File: config.mk
export PLATFORM = sky130hd
export DESIGN_NAME = sync_length_frame_quat_unpacker
export DESIGN_NICKNAME = d
export VERILOG_FILES = /design/src/hw/rtl/slfqu_pkg.sv /design/src/hw/rtl/sync_length_frame_quat_unpacker.sv /design/src/hw/rtl/slfqu_cell.sv /design/src/hw/rtl/slfqu_ctrl.sv
export SDC_FILE = /design/constraint.sdc
export NUM_CORES = 1
export LEC_CHECK = 0
export BUFFER_PORTS_ARGS = -buffer_cell sky130_fd_sc_hd__clkbuf_2
export CAP_MARGIN = 20
export CORE_ASPECT_RATIO = 1.75
export CORE_MARGIN = 4
export CORE_UTILIZATION = 45
export DETAILED_ROUTE_END_ITERATION = 6
export GPL_TIMING_DRIVEN = 0
export PLACE_DENSITY = 0.77
export REMOVE_ABC_BUFFERS = 1
export SLEW_MARGIN = 20
export SYNTH_ARGS = -nofsm -noshare
export SYNTH_HDL_FRONTEND = slang
export SYNTH_SLANG_ARGS = --single-unit
File: constraint.sdc
create_clock -name clk_i -period 23 [get_ports clk_i]
set_clock_uncertainty 0.1 [all_clocks]
set_input_delay 3.45 -clock clk_i [delete_from_list [all_inputs] [get_ports clk_i]]
set_output_delay 3.45 -clock clk_i [all_outputs]
set_load 0.02 [all_outputs]
File: src/hw/rtl/slfqu_pkg.sv
// Shared types and constants of the sync/length frame quaternion unpacker.
package slfqu_pkg;

  localparam logic [7:0] SyncFirst    = 8'hAA;
  localparam logic [7:0] SyncSecond   = 8'h55;
  localparam int         QuatBytes    = 16;
  localparam logic [7:0] QuatFrameLen = 8'd17;
  localparam logic [7:0] QuatTypeRst  = 8'd1;

  typedef logic [7:0] byte_t;

  // Per-request commands from the frame parser to the cell row.
  typedef struct packed {
    logic shift;  // move the row one cell and load the new byte at the tail
    logic emit;   // this request completes a quaternion frame
  } slfqu_ctrl_t;

endpackage

File: src/hw/rtl/sync_length_frame_quat_unpacker.sv
// Top level of the sync/length frame parser that unpacks quaternion frames.
//
// The block takes one received serial byte per request and looks for frames of the form
// 0xAA, 0x55, length L, then L payload bytes, the first of which is the frame type.
// Bytes other than 0x55 that follow a 0xAA are skipped while the parser keeps waiting for
// 0x55, and a length of zero sends it straight back to the sync hunt. When a frame of
// length 17 ends and its type byte equals the quat_type_code register (reset value 1),
// one result request carries four signed Q30 components, w, x, y and z, built big-endian
// from payload bytes 1-4, 5-8, 9-12 and 13-16. All other frames are dropped silently.
// A new byte can be accepted every cycle while the input is not stalled; payload bytes
// 1 to 16 move through a row of sixteen byte cells, one cell per such byte, so the
// finished quaternion is read straight off the row as the last byte arrives. A result
// sits in an output register; the input stalls only while that register is full and the
// output is stalled. The type register may be written only while the block is idle.
module sync_length_frame_quat_unpacker
  import slfqu_pkg::*;
(
  input  logic               clk_i,
  input  logic               rst_ni,
  // Configuration write channel.
  input  logic               cfg_valid_i,
  output logic               cfg_ready_o,
  input  logic [7:0]         cfg_data_i,
  // Byte input channel.
  input  logic               in_valid_i,
  output logic               in_stall_o,
  input  logic [7:0]         rx_byte_i,
  // Quaternion result channel.
  output logic               out_valid_o,
  input  logic               out_stall_i,
  output logic signed [31:0] quat_w_o,
  output logic signed [31:0] quat_x_o,
  output logic signed [31:0] quat_y_o,
  output logic signed [31:0] quat_z_o
);

  byte_t       quat_type_code_q;
  logic        in_accept;
  slfqu_ctrl_t ctrl;
  byte_t       cell_in  [QuatBytes];
  byte_t       cell_out [QuatBytes];

  logic               out_valid_q, out_valid_d;
  logic signed [31:0] quat_w_q, quat_x_q, quat_y_q, quat_z_q;

  // The configuration register is always ready to take a write.
  assign cfg_ready_o = 1'b1;

  always_ff @(posedge clk_i or negedge rst_ni) begin
    if (!rst_ni) begin
      quat_type_code_q <= QuatTypeRst;
    end else if (cfg_valid_i) begin
      quat_type_code_q <= cfg_data_i;
    end
  end

  // The output register frees up in the same cycle it is taken, so only a held result
  // that is stalled downstream blocks new bytes.
  assign in_stall_o = out_valid_q && out_stall_i;
  assign in_accept  = in_valid_i && !in_stall_o;

  slfqu_ctrl u_ctrl (
    .clk_i            (clk_i),
    .rst_ni           (rst_ni),
    .accept_i         (in_accept),
    .rx_byte_i        (rx_byte_i),
    .quat_type_code_i (quat_type_code_q),
    .ctrl_o           (ctrl)
  );

  // New bytes enter at the tail cell and walk toward cell 0, so after sixteen shifts
  // cell 0 holds payload byte 1.
  for (genvar i = 0; i < QuatBytes; i++) begin : g_cell
    if (i == QuatBytes - 1) begin : g_tail
      assign cell_in[i] = rx_byte_i;
    end else begin : g_body
      assign cell_in[i] = cell_out[i + 1];
    end

    slfqu_cell u_cell (
      .clk_i   (clk_i),
      .shift_i (ctrl.shift),
      .data_i  (cell_in[i]),
      .data_o  (cell_out[i])
    );
  end

  // The row's next contents are exactly payload bytes 1 to 16 on the final byte, so the
  // result is taken from the cell inputs rather than from the cell outputs.
  always_comb begin
    out_valid_d = out_valid_q;
    if (in_accept && ctrl.emit) begin
      out_valid_d = 1'b1;
    end else if (!out_stall_i) begin
      out_valid_d = 1'b0;
    end
  end

  always_ff @(posedge clk_i or negedge rst_ni) begin
    if (!rst_ni) begin
      out_valid_q <= 1'b0;
    end else begin
      out_valid_q <= out_valid_d;
    end
  end

  always_ff @(posedge clk_i) begin
    if (in_accept && ctrl.emit) begin
      quat_w_q <= {cell_in[0],  cell_in[1],  cell_in[2],  cell_in[3]};
      quat_x_q <= {cell_in[4],  cell_in[5],  cell_in[6],  cell_in[7]};
      quat_y_q <= {cell_in[8],  cell_in[9],  cell_in[10], cell_in[11]};
      quat_z_q <= {cell_in[12], cell_in[13], cell_in[14], cell_in[15]};
    end
  end

  assign out_valid_o = out_valid_q;
  assign quat_w_o    = quat_w_q;
  assign quat_x_o    = quat_x_q;
  assign quat_y_o    = quat_y_q;
  assign quat_z_o    = quat_z_q;

endmodule

File: src/hw/rtl/slfqu_cell.sv
// One byte cell of the payload shift row.
module slfqu_cell
  import slfqu_pkg::*;
(
  input  logic  clk_i,
  input  logic  shift_i,
  input  byte_t data_i,
  output byte_t data_o
);

  byte_t data_q;

  // Payload storage only; contents are meaningful once a full frame has passed.
  always_ff @(posedge clk_i) begin
    if (shift_i) begin
      data_q <= data_i;
    end
  end

  assign data_o = data_q;

endmodule

File: src/hw/rtl/slfqu_ctrl.sv
// Frame parser: sync hunt, length capture, payload counting and type check.
module slfqu_ctrl
  import slfqu_pkg::*;
(
  input  logic        clk_i,
  input  logic        rst_ni,
  input  logic        accept_i,
  input  byte_t       rx_byte_i,
  input  byte_t       quat_type_code_i,
  output slfqu_ctrl_t ctrl_o
);

  typedef enum logic [1:0] {
    PhHuntAa,
    PhNeed55,
    PhNeedLen,
    PhPayload
  } phase_e;

  phase_e phase_q, phase_d;
  byte_t  count_q, count_d;
  byte_t  length_q, length_d;
  byte_t  kind_q, kind_d;
  byte_t  count_inc;

  assign count_inc = count_q + 8'd1;

  always_comb begin
    phase_d     = phase_q;
    count_d     = count_q;
    length_d    = length_q;
    kind_d      = kind_q;
    ctrl_o      = '0;
    if (accept_i) begin
      unique case (phase_q)
        PhHuntAa: begin
          if (rx_byte_i == SyncFirst) phase_d = PhNeed55;
        end
        PhNeed55: begin
          if (rx_byte_i == SyncSecond) phase_d = PhNeedLen;
        end
        PhNeedLen: begin
          length_d = rx_byte_i;
          count_d  = '0;
          phase_d  = (rx_byte_i == '0) ? PhHuntAa : PhPayload;
        end
        PhPayload: begin
          if (count_q == '0) begin
            kind_d = rx_byte_i;
          end
          // Only payload bytes 1 to 16 enter the row.
          ctrl_o.shift = (count_q != '0) && (count_q <= 8'(QuatBytes));
          count_d      = count_inc;
          if (count_inc == length_q) begin
            phase_d     = PhHuntAa;
            ctrl_o.emit = (kind_q == quat_type_code_i) && (length_q == QuatFrameLen);
          end
        end
        default: phase_d = PhHuntAa;
      endcase
    end
  end

  always_ff @(posedge clk_i or negedge rst_ni) begin
    if (!rst_ni) begin
      phase_q  <= PhHuntAa;
      count_q  <= '0;
      length_q <= '0;
      kind_q   <= '0;
    end else begin
      phase_q  <= phase_d;
      count_q  <= count_d;
      length_q <= length_d;
      kind_q   <= kind_d;
    end
  end

endmodule
==> results of run 1 <==
==> per-layer routing <==
metal  track usage  up-vias  part of all wire
li1              -     2024                 -
met1         0.156     2186              0.36
met2         0.261      174              0.56
met3        0.0231       30             0.057
met4        0.0438        0             0.026
met5             0        -                 0
==> Yosys cell counts (2+ instances only) <==
| cell | instances | share of area |
|---|---|---|
| o21ai_0 | 6 | 0.0032 |
| and4_1 | 4 | 0.0037 |
| o21a_1 | 2 | 0.0016 |
| dfrtp_1 | 34 | 0.091 |
| nor4_1 | 5 | 0.0033 |
| a21o_1 | 3 | 0.0024 |
| ha_1 | 2 | 0.0027 |
| inv_1 | 4 | 0.0016 |
| o31ai_1 | 5 | 0.0040 |
| xor2_1 | 8 | 0.0075 |
| edfxtp_1 | 248 | 0.79 |
| a21oi_1 | 6 | 0.0032 |
| nor2_1 | 5 | 0.0020 |
| nor3_1 | 4 | 0.0021 |
| nand3_1 | 5 | 0.0027 |
| a22o_1 | 2 | 0.0019 |
| mux2_2 | 24 | 0.029 |
| xnor2_1 | 11 | 0.010 |
| nand2b_1 | 4 | 0.0027 |
| nand2_1 | 13 | 0.0052 |
| clkbuf_1 | 7 | 0.0028 |
| nand4_1 | 6 | 0.0040 |
| o211ai_1 | 2 | 0.0016 |
==> power by group through the flow <==
stage	clock [uW]	combinational, uW	sequential, uW
after floorplan	0	3.58	565
after global routing	426	9.58	554
final	393	8.56	554
after CTS	404	8.77	554
after detailed placement	0	8.65	565
after global placement	0	8.35	565
==> how the worst min path moves through the flow <==
stage / to / startpoint / cells past startpoint / slack [ns]
CTS: quat_w_o[27]$_DFFE_PP_ / g_cell[1].u_cell.data_o[3]$_DFFE_PP_ / 0 / 0.32
global placement: quat_w_o[27]$_DFFE_PP_ / g_cell[1].u_cell.data_o[3]$_DFFE_PP_ / 0 / 0.31
floorplan: quat_w_o[24]$_DFFE_PP_ / g_cell[1].u_cell.data_o[0]$_DFFE_PP_ / 0 / 0.30
global route: quat_w_o[25]$_DFFE_PP_ / g_cell[1].u_cell.data_o[1]$_DFFE_PP_ / 0 / 0.34
finish: quat_w_o[25]$_DFFE_PP_ / g_cell[1].u_cell.data_o[1]$_DFFE_PP_ / 0 / 0.32
detailed placement: quat_w_o[27]$_DFFE_PP_ / g_cell[1].u_cell.data_o[3]$_DFFE_PP_ / 0 / 0.31
==> per-stage QoR <==
stage	hold slack [ns]	cell area (sq um)	cells
global route	0.338	11400	873
global placement	0.313	10400	814
finish	0.322	11400	873
CTS	0.322	11400	873
floorplan	0.300	9330	416
detailed placement	0.307	10600	832
==> cell usage in the layout, fill, tap and decap left out, types with 2 or more instances in the layout <==
| master | Yosys | routed |
|---|---|---|
| mux2_2 | 24 | 24 |
| buf_6 | 0 | 2 |
| o31ai_1 | 5 | 5 |
| clkinvlp_4 | 0 | 2 |
| buf_12 | 0 | 3 |
| xor2_1 | 8 | 8 |
| nor3_1 | 4 | 3 |
| nand2_1 | 13 | 13 |
| a22o_1 | 2 | 2 |
| buf_4 | 1 | 12 |
| clkinv_1 | 0 | 3 |
| ha_1 | 2 | 2 |
| xnor2_1 | 11 | 11 |
| edfxtp_1 | 248 | 248 |
| nor4_1 | 5 | 5 |
| nand4_1 | 6 | 6 |
| nand2b_1 | 4 | 4 |
| o21ai_0 | 6 | 6 |
| inv_1 | 4 | 4 |
| clkbuf_1 | 7 | 4 |
| clkbuf_2 | 0 | 150 |
| clkinv_4 | 0 | 2 |
| and4_1 | 4 | 4 |
| nor2_1 | 5 | 4 |
| bufinv_16 | 0 | 2 |
| clkbuf_16 | 0 | 25 |
| dfrtp_1 | 34 | 34 |
| a21o_1 | 3 | 3 |
| clkinv_2 | 0 | 2 |
| a21oi_1 | 6 | 6 |
| o21a_1 | 2 | 2 |
| nand3_1 | 5 | 5 |
| o211ai_1 | 2 | 2 |
==> cell type report <==
class                           count  area (sq um)
Fill cell                        1538          9010
Timing Repair Buffer              168           951
Clock inverter                     12           123
Clock buffer                       29           641
Tap cell                          248           310
Inverter                            4          15.0
Multi-Input combinational cell    129          1000
Sequential cell                   283          8320
==> registers in the layout (all words and copies together) (netlist names) <==
signal	flops
g_cell.u_cell.data_o	120
out_valid_o	1
quat_type_code_q	8
quat_w_o	32
quat_x_o	32
quat_y_o	32
quat_z_o	32
u_ctrl.count_q	8
u_ctrl.kind_q	8
u_ctrl.length_q	8
u_ctrl.phase_q	2
==> cell families (layout without fill, tap and decap cells) <==
group,Yosys count,in the layout,synth area share
AO/OA/AOI/OAI,32,32,0.0243
XOR/XNOR,19,19,0.0178
adder cells (fa/ha/maj),2,2,0.00267
buffers and inverters,13,213,0.00574
flip-flops,283,283,0.888
multiplexers,24,24,0.0288
other,1,1,0.000400
AND/OR/NAND/NOR,51,51,0.0319
==> impl_metrics.py, run 1 <==
metrics = {
    "power_and_ir_drop": {
        "switching_power_uw": 177,
        "seqPwrFrac": 0.580,
        "power.density_mw_per_mm2": 84.0,
        "intPower_uw": 778,
        "leakage_uw": 0.00419,
        "p_clk_frac": 0.411,
        "vdd_ir_drop_max_mv": 0.0605,
        "power_switching_share": 0.185,
        "comb_power_share": 0.009,
        "total_power_uw": 955,
    },
    "worst_setup_path": {
        "worst_path_max_delay_cell": "clkbuf_2",
        "startpoint_type": "input port",
        "crit_family": "buffers and inverters",
        "cp_slowest_stage_delay_ns": 0.16,
        "cp.buffers_inverters": 3,
        "arrival_ns": 3.90,
        "critPathMaxFanout": 3,
        "crit_start": "out_stall_i",
        "path_cells": "clkbuf_2 -> nand2_1 -> inv_1 -> clkbuf_2",
        "required_ns": 19.45,
        "cp.depth": 4,
        "r2r_start": "u_ctrl.count_q[0]$_DFFE_PN0P_",
        "worstReg2RegEnd": "quat_x_o[25]$_DFFE_PP_",
        "worstSetupPathType": "in2out",
        "crit_end": "in_stall_o",
        "crit_path_frequent_cell": "clkbuf_2",
        "ff2ff_path_depth": 11,
        "endpoint_kind": "output port",
        "ff2ff_setup_slack_ns": 19.15,
    },
    "cells_and_area": {
        "nets": 633,
        "syn2layout_area_growth_pct": 21.3,
        "drive_gt1_frac": 0.373,
        "final_core_util": 0.558,
        "num_antenna_cells": 0,
    },
    "synth": {
        "yosysWarnings": 0,
        "async_reset_ff_frac": 0.124,
        "netlist_instances": 425,
        "syn_area_sq_mm": 0.00937,
        "synth_edf_count": 248,
        "syn_area_per_cell_sq_um": 22.0,
        "synth_cell_types": 38,
        "ys_ff_latch": 283,
        "ys_seq_area_frac": 0.888,
        "ys.flop_type": "edfxtp_1",
    },
    "status": {
        "status": "finished, final reports clean",
    },
    "timing": {
        "drv_slew": 0,
        "finalCritPeriodShare": 0.324,
        "tns_ns": 0,
        "setup_ws_ns": 15.55,
        "rsz0062_at_grt": "false",
        "maxSlewHeadroom": 0.419,
        "fin_crit_ns": 7.45,
        "fmaxAchievable_ghz": 0.134,
        "setup_violations": 0,
        "worstMarginPinSlew_ns": 0.871,
        "hold_violations": 0,
    },
    "global_route": {
        "grt_usage": 0.138,
        "grt-ovfl-total": 0,
        "first_global_vias": 4771,
        "antenna_found_initial": 0,
        "grt_pass1_wl_mm": 25.1,
        "grt_max_degree": 36,
    },
    "hold_path": {
        "hold_path_class": "reg2reg",
    },
    "placed_design": {
        "gp_congestion": 0.751,
        "place_ws_ns": 15.56,
        "portBuffers": 150,
        "dp_hpwl_mm": 11.3,
    },
    "routing": {
        "antenna_left": 0,
        "via_count": 4414,
        "drt_iter0_drc": 305,
        "drt_wl_total_mm": 16.1,
        "wl_per_cell_um": 18.4,
        "via_per_inst": 5.06,
        "first_pass_iters": 4,
        "drcViolationCount": 0,
    },
    "cts": {
        "hold_buffers": 0,
        "cts_tree": "built",
        "cts_buffers": 24,
        "insertion_delay_ns": 0.51,
        "cts_resized": 0,
        "htreeDepth": 1,
        "cts_root_buffer": "clkbuf_16",
        "postCtsSetupRepairBufs": 0,
        "cts_buffer_depth": 3,
        "path_clk_slew_ns": 0.06,
        "clock-sinks": 283,
    },
    "job": {
        "drv_cap": 0,
    },
    "floorplan": {
        "fp.dieW_um": 117,
        "dieArea_sq_mm": 0.0233,
        "start_util": 0.460,
        "die_y_um": 199,
        "core.rowCount": 69,
        "core_area_sq_mm": 0.0204,
        "ios": 152,
    },
}
Power figures use the tool's default switching activity.
==> run 2, diff against run 1 <==
--- a/config.mk
+++ b/config.mk
@@ -5,6 +5,7 @@
 export SDC_FILE = /design/constraint.sdc
 export NUM_CORES = 1
 export LEC_CHECK = 0
+export ABC_AREA = 1
 export BUFFER_PORTS_ARGS = -buffer_cell sky130_fd_sc_hd__clkbuf_2
 export CAP_MARGIN = 20
 export CORE_ASPECT_RATIO = 1.75
==> constraint.sdc (replaced) <==
create_clock -name clk_i -period 6.95 [get_ports clk_i]
set_clock_uncertainty 0.1 [all_clocks]
set_input_delay 1.0425 -clock clk_i [delete_from_list [all_inputs] [get_ports clk_i]]
set_output_delay 1.0425 -clock clk_i [all_outputs]
set_load 0.02 [all_outputs]
==> impl_metrics.py, run 2 <==
metrics = {
    "cts": {
        "htreeDepth": 1,
        "path_clk_slew_ns": 0.07,
        "postCtsSetupRepairBufs": 0,
        "cts_tree": "built",
        "cts_root_buffer": "clkbuf_16",
        "cts_buffers": 24,
        "cts_buffer_depth": 3,
        "cts_resized": 0,
        "clock-sinks": 283,
        "insertion_delay_ns": 0.51,
        "hold_buffers": 0,
    },
    "placed_design": {
        "portBuffers": 150,
        "place_inst": 898,
        "gp_congestion": 0.869,
        "placed_area_sq_mm": 0.0107,
        "dp_hpwl_mm": 11.3,
    },
    "status": {
        "status": "finished, final reports clean",
    },
    "power_and_ir_drop": {
        "intPower_uw": 2930,
        "power.density_mw_per_mm2": 331,
        "total_power_uw": 3800,
        "seqPwrFrac": 0.554,
        "comb_power_share": 0.090,
        "leakage_uw": 0.00433,
        "vdd_ir_drop_max_mv": 0.239,
        "power_switching_share": 0.228,
        "switching_power_uw": 868,
        "p_clk_frac": 0.356,
    },
    "cells_and_area": {
        "drive_gt1_frac": 0.326,
        "syn2layout_area_growth_pct": 22.7,
        "largest_reg_flops": 120,
        "num_antenna_cells": 0,
        "final_core_util": 0.564,
        "seqCellArea_sq_mm": 0.00832,
        "finish.instance_area_sq_mm": 0.0115,
        "nFillCells": 1540,
        "nets": 699,
        "fin_cells": 942,
        "most-common-layout-cells": "edfxtp_1 (248), clkbuf_2 (150), nand2_1 (63), dfrtp_1 (34), inv_1 (30)",
        "multiInputGateArea_sq_um": 917,
        "layout_commonest_cell": "edfxtp_1",
    },
    "routing": {
        "via_count": 4628,
        "first_pass_iters": 4,
        "wl_per_cell_um": 16.9,
        "drcViolationCount": 0,
        "drt_iter0_drc": 363,
        "antenna_left": 0,
        "drt_wl_total_mm": 15.9,
        "via_per_inst": 4.91,
    },
    "floorplan": {
        "die_y_um": 199,
        "fp.dieW_um": 117,
        "core.rowCount": 69,
        "dieArea_sq_mm": 0.0233,
        "start_util": 0.460,
        "ios": 152,
        "core_area_sq_mm": 0.0204,
    },
    "timing": {
        "rsz0062_at_grt": "false",
        "hold_violations": 0,
        "worstMarginPinSlew_ns": 0.890,
        "finalHoldWorstSlack_ns": 0.315,
        "finalCritPeriodShare": 0.520,
        "setup_violations": 0,
        "drv_slew": 0,
        "fin_crit_ns": 3.62,
        "maxSlewHeadroom": 0.407,
        "fmaxAchievable_ghz": 0.277,
    },
    "worst_setup_path": {
        "arrival_ns": 3.73,
        "endpoint_kind": "register",
        "r2r_start": "out_valid_o$_DFFE_PN0P_",
        "required_ns": 7.06,
        "critPathMaxFanout": 11,
        "crit_start": "out_stall_i",
        "worstSetupPathType": "in2reg",
        "startpoint_type": "input port",
    },
    "synth": {
        "synth_top_area_frac": 0.795,
        "yosys.area.top_type": "edfxtp_1",
        "ys_ff_latch": 283,
        "async_reset_ff_frac": 0.124,
        "synth.top_cells.by_area": "edfxtp_1 (80%), dfrtp_1 (9.1%), nand2_1 (2.5%), o21ai_0 (1.2%), inv_1 (1.2%)",
        "syn_area_per_cell_sq_um": 19.3,
        "synth.most_common_cell": "edfxtp_1",
        "synth_common_cells": "edfxtp_1 (248), nand2_1 (63), dfrtp_1 (34)",
        "yosysWarnings": 0,
        "syn_area_sq_mm": 0.00937,
        "synth_cell_types": 32,
        "ys.flop_type": "edfxtp_1",
        "synth_edf_count": 248,
        "ys_seq_area_frac": 0.889,
        "netlist_instances": 485,
    },
    "global_route": {
        "grt_pass1_wl_mm": 24.8,
        "antenna_found_initial": 0,
        "grt_max_degree": 36,
        "grt_usage": 0.137,
        "first_global_vias": 4619,
        "grt-ovfl-total": 0,
    },
    "job": {
        "drv_cap": 0,
    },
    "hold_path": {
        "hold_path_class": "reg2reg",
        "min-delay-start": "g_cell[1].u_cell.data_o[7]$_DFFE_PP_",
    },
}
## run 2: cell count changes after synthesis, moves of 5 or more
cell,change
inv_1,+26
xnor2_1,-10
nor2_1,+7
mux2_2,-15
o31ai_1,-5
a21oi_1,-5
o21ai_0,+17
clkbuf_1,-5
nand3_1,+14
nand2_1,+50
## run 2: worst max-delay path, stage by stage
cell and delay, ns:
clkbuf_2 0.08, nand2_1 0.09, nand2_1 0.15, nor2_2 0.34, inv_1 0.17, nor3_2 0.66, buf_4 0.31, buf_4 0.22
buf_4 0.22, buf_4 0.21, buf_4 0.21
## run 2: per-layer routing
metal	share of wire	routed length (um)	up-vias	global-route usage
li1	-	-	2171	-
met2	0.53	8470	183	0.246
met3	0.069	1100	31	0.0280
met4	0.024	380	0	0.0446
met5	0	0	-	0
met1	0.37	5950	2243	0.163
## run 2: path summary, 6_finish.rpt
| check | slack [ns] | to | depth (start not counted) |
|---|---|---|---|
| worst min register to register | 0.31 | quat_w_o[31]$_DFFE_PP_ | 0 |
| worst max register to register | 3.54 | g_cell[6].u_cell.data_o[3]$_DFFE_PP_ | 10 |
| min in group asynchronous | 0.54 | u_ctrl.length_q[5]$_DFFE_PN0P_ | 1 |
| max in group asynchronous | 5.65 | u_ctrl.length_q[1]$_DFFE_PN0P_ | 1 |
| worst max-delay path | 3.33 | g_cell[6].u_cell.data_o[3]$_DFFE_PP_ | 11 |
| worst min-delay path | 0.31 | quat_w_o[31]$_DFFE_PP_ | 0 |
## run 2: area by class of cell
type / count / area share
clock buffer: 31 / 0.0573
inverter: 31 / 0.0101
sequential: 283 / 0.725
timing repair buffer: 169 / 0.0886
tap: 248 / 0.0270
multi-input combinational: 167 / 0.0798
clock inverter: 13 / 0.0125
## run 2: cell families (layout without fill, tap and decap cells)
logic type	Yosys count	in the layout	share of synthesized area
and+or+nand+nor	115	115	0.0554
other	1	1	0.000400
DFF	283	283	0.889
adders and majority gates	2	2	0.00267
muxes	9	9	0.0108
AOI/OAI and AO/OA	31	31	0.0174
buffers and inverters	35	244	0.0146
xor gates and xnor gates	9	9	0.00989
## run 2: metrics by stage
stage / setup TNS, ns / worst slack, ns
after detailed placement: 0 / 2.69
after floorplan: -518.38 / -3.60
after global routing: 0 / 3.04
after CTS: 0 / 3.26
after global placement: -1357.15 / -7.73
final: 0 / 3.33
## run 2: power groups by stage
| stage | registers, uW | logic, uW | clock network, uW |
|---|---|---|---|
| final | 2110 | 343 | 1350 |
| after global routing | 2120 | 389 | 1460 |
| after CTS | 2110 | 348 | 1400 |
| after detailed placement | 2140 | 346 | 0 |
| after global placement | 2170 | 311 | 0 |
| after floorplan | 2140 | 247 | 0 |
